## config.mk

```make
export PLATFORM = sky130hd
export DESIGN_NAME = mtf_cell
export DESIGN_NICKNAME = d
export VERILOG_FILES = /design/src/rtl/mtf_pkg.sv /design/src/rtl/mtf_cell.sv
export VERILOG_INCLUDE_DIRS = /design/src /design/src/rtl
export SDC_FILE = /design/constraint.sdc
export NUM_CORES = 1
export LEC_CHECK = 0
export BUFFER_PORTS_ARGS = -buffer_cell sky130_fd_sc_hd__buf_2
export CAP_MARGIN = 10
export CELL_PAD_IN_SITES_DETAIL_PLACEMENT = 1
export CELL_PAD_IN_SITES_GLOBAL_PLACEMENT = 2
export CORE_MARGIN = 2
export CORE_UTILIZATION = 30
export DETAILED_ROUTE_END_ITERATION = 10
export GPL_TIMING_DRIVEN = 0
export PLACE_DENSITY_LB_ADDON = 0.1
export RECOVER_POWER = 100
export SLEW_MARGIN = 5
export SYNTH_ARGS = -nofsm -noshare
export SYNTH_HDL_FRONTEND = slang
export SYNTH_SLANG_ARGS = --single-unit
```

## constraint.sdc

```tcl
create_clock -name aclk -period 3.5 [get_ports aclk]
set_input_delay 0.35 -clock aclk [delete_from_list [all_inputs] [get_ports aclk]]
set_output_delay 0.35 -clock aclk [all_outputs]
set_load 0.02 [all_outputs]
```

## src/rtl/move_to_front_encoder_macros.svh

```systemverilog
// assertion macros shared by the encoder files
`ifndef MOVE_TO_FRONT_ENCODER_MACROS_SVH
`define MOVE_TO_FRONT_ENCODER_MACROS_SVH

`ifndef ASSERT_OFF

// property checked on every clock edge outside reset
`define MTF_ASSERT(label, clk, rstn, prop) \
    label: assert property (@(posedge clk) disable iff (!(rstn)) (prop)) \
        else $error("mtf assertion failed");

// condition that must never be seen outside reset
`define MTF_NEVER(label, clk, rstn, cond) \
    label: assert property (@(posedge clk) disable iff (!(rstn)) !(cond)) \
        else $error("mtf forbidden condition seen");

`else

`define MTF_ASSERT(label, clk, rstn, prop)
`define MTF_NEVER(label, clk, rstn, cond)

`endif

`endif

```

## src/rtl/mtf_pkg.sv

```systemverilog
`timescale 1ns / 1ps

package mtf_pkg;

    localparam int SYMBOL_W = 8;

    // input beat
    typedef struct packed {
        logic [SYMBOL_W-1:0] symbol;
        logic                block_end;
    } mtf_in_t;

    // result beat
    typedef struct packed {
        logic [SYMBOL_W-1:0] rank;
        logic                rank_last;
    } mtf_out_t;

    // token that travels down the cell chain, one cell per cycle while the chain advances
    typedef struct packed {
        logic                valid;
        logic                searching;
        logic                hit;
        logic                last;
        logic [SYMBOL_W-1:0] symbol;
        logic [SYMBOL_W-1:0] carry;
        logic [SYMBOL_W-1:0] rank;
    } mtf_token_t;

endpackage

```

## src/rtl/mtf_cell.sv

```systemverilog
`timescale 1ns / 1ps
`include "move_to_front_encoder_macros.svh"

module mtf_cell #(
    parameter int IDX = 0
) (
    input  logic               aclk,
    input  logic               aresetn,
    input  logic               advance,
    input  mtf_pkg::mtf_token_t in_tok,
    output mtf_pkg::mtf_token_t out_tok
);
    import mtf_pkg::*;

    localparam logic [SYMBOL_W-1:0] IDX_VAL = SYMBOL_W'(IDX);

    logic [SYMBOL_W-1:0] value_reg;
    logic [SYMBOL_W-1:0] value_next;
    mtf_token_t          tok_reg;
    mtf_token_t          tok_next;
    logic                entry_match;
    logic                tok_live;
    logic                hit_here;
    logic                pass_through;

    assign entry_match  = value_reg == in_tok.symbol;
    assign tok_live     = advance && in_tok.valid;
    assign hit_here     = tok_live && in_tok.searching && entry_match;
    assign pass_through = tok_live && !in_tok.searching && !in_tok.last;

    // compare, take the carried entry, hand the old entry onward
    always_comb begin
        tok_next   = in_tok;
        value_next = value_reg;
        if (in_tok.valid) begin
            if (in_tok.searching) begin
                value_next = in_tok.carry;
                if (entry_match) begin
                    tok_next.searching = 1'b0;
                    tok_next.hit       = 1'b1;
                    tok_next.rank      = IDX_VAL;
                end else begin
                    tok_next.carry = value_reg;
                end
            end
            // end of block puts this entry back to identity
            if (in_tok.last) begin
                value_next = IDX_VAL;
            end
        end
    end

    // cell entry and outgoing token
    always_ff @(posedge aclk) begin
        if (!aresetn) begin
            value_reg <= IDX_VAL;
            tok_reg   <= '0;
        end else if (advance) begin
            value_reg <= value_next;
            tok_reg   <= tok_next;
        end
    end

    assign out_tok = tok_reg;

    `MTF_ASSERT(a_cell_hit_rank, aclk, aresetn, hit_here |=> tok_reg.hit && tok_reg.rank == IDX_VAL)
    `MTF_ASSERT(a_cell_block_reset, aclk, aresetn, tok_live && in_tok.last |=> value_reg == IDX_VAL)
    `MTF_ASSERT(a_cell_keep_after_hit, aclk, aresetn, pass_through |=> value_reg == $past(value_reg))

endmodule

```

==> results of run 1 <==
-- critical path: stages (launching register included) --
cell and delay, ns:
dfxtp_1 0.34, xor2_1 0.17, nor4_1 0.54, clkbuf_1 0.35, a2111oi_0 0.18, a211oi_1 0.25
-- synthesized netlist by cell type (all sizes together) --
| master | n |
|---|---|
| a21o | 1 |
| xor2 | 8 |
| nor4 | 2 |
| nor2 | 8 |
| clkbuf | 7 |
| a41o | 2 |
| a2111oi | 8 |
| nor2b | 18 |
| and3 | 1 |
| buf | 6 |
| a21oi | 8 |
| o21ai | 16 |
| a211oi | 8 |
| mux2i | 10 |
| nand3 | 9 |
| nor3b | 8 |
| inv | 1 |
| nand2 | 9 |
| o221a | 1 |
| o211ai | 1 |
| dfxtp | 36 |
-- how the worst min path moves through the flow --
stage | to | slack (ns) | cells past startpoint
2_1_floorplan | out_tok[0] | 0.49 | 2
3_3_place_gp | out_tok[1] | 0.46 | 2
3_5_place_dp | out_tok[5] | 0.47 | 2
4_1_cts | out_tok[5] | 0.29 | 3
5_1_grt | out_tok[5] | 0.31 | 3
6_report | out_tok[5] | 0.30 | 3
-- final cells by class --
cell class	count	area, um2	area share [%]
Multi-Input combinational cell	118	768.2	38.57
Timing Repair Buffer	56	245.2	12.31
Tap cell	70	87.58	4.397
Buffer	13	55.05	2.764
Inverter	1	3.754	0.1884
Clock inverter	3	42.54	2.136
Clock buffer	5	68.82	3.455
Sequential cell	36	720.7	36.18
-- power breakdown --
group | internal [mW] | switching, mW
clock network | 0.211 | 0.154
logic | 0.0502 | 0.0871
registers | 0.433 | 0.0123
total | 0.694 | 0.253
-- per-stage QoR --
step                      instances  util (%)  hold WS, ns  area [um2]  power [mW]
after floorplan                 168         -       0.4899        1560      0.5403
after global placement          294     37.99       0.4581        1928      0.5949
after detailed placement        294     37.99       0.4717        1928      0.6005
after CTS                       302     40.19       0.2912        2039      0.9706
after global routing            302     39.25       0.3136        1992       1.001
final                           302     39.25       0.3042        1992      0.9471
-- metal layers --
layer  vias to the layer above  wire [um]  global-route usage (%)
li1                        724          -                       -
met1                       640       2120                   20.85
met2                        39       2032                   26.79
met3                         7        211                   4.976
met4                         0         59                   4.909
met5                         -          0                       0
-- logic make-up after synthesis --
| family | after synthesis | synth area share [%] |
|---|---|---|
| multiplexers | 10 | 6.416 |
| AND/OR/NAND/NOR | 55 | 19.25 |
| flip-flops | 36 | 46.19 |
| AO/OA/AOI/OAI | 45 | 19.49 |
| XOR/XNOR | 8 | 4.491 |
| buffers and inverters | 14 | 4.170 |
==> impl_metrics.json, run 1 <==
{
  "cts_resized": 0,
  "rsz0062_at_grt": "false",
  "track_usage_pct": 16.38,
  "fill_cells": 656,
  "r2r_cells": 5,
  "cts_tree": "yes",
  "ant_nets": 0,
  "synthTopCellsByArea": "dfxtp_1 (46%), nor2b_1 (7.2%), mux2i_1 (6.4%)",
  "reg2reg_slack_ns": 1.58,
  "viasPerCell": 4.669,
  "start_util_pct": 30.74,
  "min_from": "in_tok[5]",
  "postSynthAreaPerCell_um2": 9.287,
  "relSlewSlack_pct": 61.94,
  "clkLatencyLatePin_ns": 0.29,
  "ys_seq_elements": 36,
  "grt_pass1_vias": 1509,
  "ctsHoldBuffers": 0,
  "yosys.area.top_type": "dfxtp_1",
  "path_clk_slew_ns": 0.07,
  "finalCriticalPeriod_ns": 1.916,
  "syn_area_um2": 1560,
  "layout_setup_ws_ns": 1.584,
  "p_leak_nw": 0.7858,
  "syn-num-nets": 199,
  "postCtsSetupBuffers": 0,
  "hpwl_um": 3506,
  "period_share_pct": 54.75,
  "end_kind": "flip-flop",
  "largest_reg_flops": 28,
  "final_cell_mix": "clkbuf_1 (38), dfxtp_1 (36), buf_2 (30), nor2b_1 (18), o21ai_0 (16)",
  "place_congestion": 0.7542,
  "outcome": "complete, no violations",
  "vias": 1410,
  "wl_per_cell_um": 14.65,
  "drt_first_pass_iters": 4,
  "antenna_cells": 0,
  "hp-class": "input port to flip-flop",
  "r2r_start": "value_reg[1]",
  "fmax_mhz": 521.9,
  "drive_gt1_share_pct": 17.67,
  "worstReg2RegEnd": "out_tok[13]",
  "die_y_um": 76.12,
  "finalHoldViolations": 0,
  "drtIter0Drc": 74,
  "finalSetupViolations": 0,
  "endpoint": "out_tok[13]",
  "tritoncts.num_buffers": 5,
  "fin_skew_ns": 0.006384,
  "dp_slack_ns": 1.640,
  "dieArea_um2": 5793,
  "htree_levels": 2,
  "num-nets-final": 262,
  "finalWirelength_um": 4423,
  "cts_root_buf": "clkbuf_8",
  "synth_seq_area_share_pct": 46.19,
  "tns_ns": 0,
  "drc": 0,
  "arrival_ns": 2.11,
  "tightest_slew_ns": 0.5657,
  "yosysWarnings": 0,
  "synth_top_cell_area_share_pct": 46.19,
  "die_width_um": 76.12,
  "final_common_cell": "clkbuf_1",
  "coreArea_um2": 5075,
  "synth_cell_types": 23,
  "cts_sinks": 36,
  "pin_count": 59,
  "power.density_nw_per_um2": 475.4,
  "maxCapViolCount": 0,
  "crit_fanout": 10,
  "grt_overflow_total": 0,
  "syn-instance-count": 168,
  "max-vdd-ir-drop_v": 0.0001741,
  "core.rowCount": 26,
  "portBuffers": 56,
  "grt_first_pass_wirelength_um": 7610,
  "grt_max_degree": 13,
  "cp.required_ns": 3.70,
  "critPathLaunchType": "flip-flop",
  "syn2layout_area_growth_pct": 27.67,
  "antenna_found_initial": 0,
  "critical_path.startpoint": "value_reg[1]",
  "slew_viol_final": 0,
  "crit_type": "flip-flop to flip-flop",
  "clockBufferDepth": 2
}
Power figures use the tool's default switching activity.
==> inputs of run 2 (changes only) <==
--- a/config.mk
+++ b/config.mk
@@ -6,12 +6,13 @@
 export SDC_FILE = /design/constraint.sdc
 export NUM_CORES = 1
 export LEC_CHECK = 0
+export ABC_AREA = 1
 export BUFFER_PORTS_ARGS = -buffer_cell sky130_fd_sc_hd__buf_2
 export CAP_MARGIN = 10
 export CELL_PAD_IN_SITES_DETAIL_PLACEMENT = 1
 export CELL_PAD_IN_SITES_GLOBAL_PLACEMENT = 2
 export CORE_MARGIN = 2
-export CORE_UTILIZATION = 30
+export CORE_UTILIZATION = 23
 export DETAILED_ROUTE_END_ITERATION = 10
 export GPL_TIMING_DRIVEN = 0
 export PLACE_DENSITY_LB_ADDON = 0.1
==> constraint.sdc (replaced) <==
create_clock -name aclk -period 1.5 [get_ports aclk]
set_input_delay 0.15 -clock aclk [delete_from_list [all_inputs] [get_ports aclk]]
set_output_delay 0.15 -clock aclk [all_outputs]
set_load 0.02 [all_outputs]
==> impl_metrics.json, run 2 <==
{
  "power.density_nw_per_um2": 1123,
  "hpwl_um": 3829,
  "syn_area_um2": 1584,
  "critPathLaunchType": "flip-flop",
  "synth_cell_types": 22,
  "drc": 0,
  "final_common_cell": "nand2_1",
  "htree_levels": 2,
  "num-nets-final": 312,
  "final_cell_mix": "nand2_1 (45), dfxtp_1 (36), clkbuf_1 (35), buf_2 (32)",
  "portBuffers": 57,
  "die_width_um": 86.99,
  "tns_ns": 0,
  "grt_max_degree": 12,
  "antenna_cells": 0,
  "layout_setup_ws_ns": 0.1152,
  "cts_root_buf": "clkbuf_8",
  "yosys.area.top_type": "dfxtp_1",
  "cp_common_cell": "nand2_1",
  "synth_ff_type": "dfxtp_1",
  "postSynthAreaPerCell_um2": 7.300,
  "grt_pass1_vias": 1673,
  "ant_nets": 0,
  "vias": 1638,
  "fill_cells": 863,
  "crit_type": "flip-flop to flip-flop",
  "fin_skew_ns": 0.004042,
  "place_area_um2": 1969,
  "grt_first_pass_wirelength_um": 8369,
  "syn2layout_area_growth_pct": 28.12,
  "fin_cells": 362,
  "async_flop_share_pct": 0,
  "cts_sinks": 36,
  "post-route-util_pct": 30.20,
  "period_share_pct": 92.32,
  "max_stage_delay_ns": 0.37,
  "seq_area_um2": 720.7,
  "largest_reg_flops": 28,
  "viasPerCell": 4.525,
  "clkLatencyLatePin_ns": 0.30,
  "cpMaxStageDelayCell": "dfxtp_1",
  "outcome": "complete, no violations",
  "dieArea_um2": 7567,
  "cp.required_ns": 1.70,
  "track_usage_pct": 14.33,
  "synth_seq_area_share_pct": 45.50,
  "coreArea_um2": 6719,
  "antenna_found_initial": 0,
  "pin_count": 59,
  "core.rowCount": 30,
  "dp_slack_ns": 0.08123,
  "drive_gt1_share_pct": 17.02,
  "p_leak_nw": 0.8979,
  "power_mw": 2.278,
  "cp_top_family": "simple AND/OR/NAND/NOR gates",
  "tightest_slew_ns": 0.5307,
  "finalSetupViolations": 0,
  "syn-instance-count": 217,
  "maxCapViolCount": 0,
  "cts_tree": "yes",
  "ys_seq_elements": 36,
  "finalCriticalPeriod_ns": 1.385,
  "place_congestion": 0.6601,
  "synth_common_cells": "nand2_1 (44), dfxtp_1 (36), nand3_1 (29)",
  "drt_first_pass_iters": 4,
  "clockBufferDepth": 2,
  "die_y_um": 86.99,
  "post-synth-top-count-cell": "nand2_1",
  "finalHoldWorstSlack_ns": 0.1143,
  "tritoncts.num_buffers": 5,
  "wl_per_cell_um": 14.27,
  "end_kind": "flip-flop",
  "place_inst": 354,
  "start_util_pct": 23.58,
  "slew_viol_final": 0,
  "multi_input_comb_area_um2": 728.2,
  "max-vdd-ir-drop_v": 0.0003386,
  "path_cells": "inv_1 -> nand2_1 -> nand2_1 -> nand2_1 -> nor2_4 -> nand2_4 -> nand2_8 -> nand2_1 -> nand3_1 -> nand2_1 -> inv_1",
  "crit_fanout": 10,
  "grt_overflow_total": 0,
  "fmax_mhz": 722.1,
  "path_clk_slew_ns": 0.08,
  "finalHoldViolations": 0,
  "fin_area_um2": 2029,
  "arrival_ns": 1.59,
  "rsz0062_at_grt": "true",
  "finalWirelength_um": 5167,
  "ctsHoldBuffers": 0,
  "yosysWarnings": 0,
  "drtIter0Drc": 56,
  "synth_top_cell_area_share_pct": 45.50,
  "syn-num-nets": 248,
  "relSlewSlack_pct": 64.62,
  "hp-class": "input port to flip-flop",
  "synth_edf_count": 0,
  "crit_buf_inv": 2,
  "synthTopCellsByArea": "dfxtp_1 (45%), nand2_1 (10%), nand3_1 (9.2%)"
}
==> run 2: report_power, final <==
group          switching [mW]  leakage, nW  internal, mW  total (mW)
combinational           0.238        0.545         0.118       0.356
sequential             0.0311        0.297          1.01        1.04
clock                   0.385       0.0552         0.494       0.879
total                   0.654        0.898          1.62        2.28
==> run 2: worst paths after layout <==
path	startpoint	to	slack, ns	cells past startpoint
max	value_reg[5]	out_tok[9]	0.12	11
min	in_tok[7]	out_tok[7]	0.11	3
min reg2reg	out_tok[27]	out_tok[27]	0.47	2
max reg2reg	value_reg[5]	out_tok[9]	0.12	11
==> run 2: worst register-to-register path: stages, from the launching register on <==
cell and delay [ns]:
dfxtp_1 0.37, inv_1 0.07, nand2_1 0.06, nand2_1 0.08, nand2_1 0.12, nor2_4 0.06
nand2_4 0.15, nand2_8 0.10, nand2_1 0.07, nand3_1 0.10, nand2_1 0.08, inv_1 0.03
==> run 2: area by class of cell <==
cell class / count / share of cell area, %
Sequential cell: 36 / 35.51
Clock inverter: 2 / 1.726
Multi-Input combinational cell: 151 / 35.88
Timing Repair Buffer: 57 / 12.33
Buffer: 10 / 2.096
Clock buffer: 6 / 3.576
Inverter: 20 / 3.946
Tap cell: 80 / 4.932
==> run 2: logic make-up after synthesis <==
| group | share of synthesized area [%] |
|---|---|
| compound gates | 12.80 |
| xor+xnor | 2.764 |
| buf+inv | 8.215 |
| flops | 45.50 |
| simple gates | 30.73 |
==> run 2: routing by layer <==
metal | up-vias | share of wire (%) | GRT usage, %
met2 | 44 | 45 | 22.62
met4 | 0 | 1.1 | 5.114
li1 | 827 | - | -
met3 | 5 | 5.6 | 3.128
met5 | - | 0 | 0
met1 | 762 | 49 | 19.19
==> run 2: repair_timing <==
action	4_1_cts	5_1_grt
endpoints found under the setup margin	0	4
gates resized for setup	0	1
buffers inserted	0	0
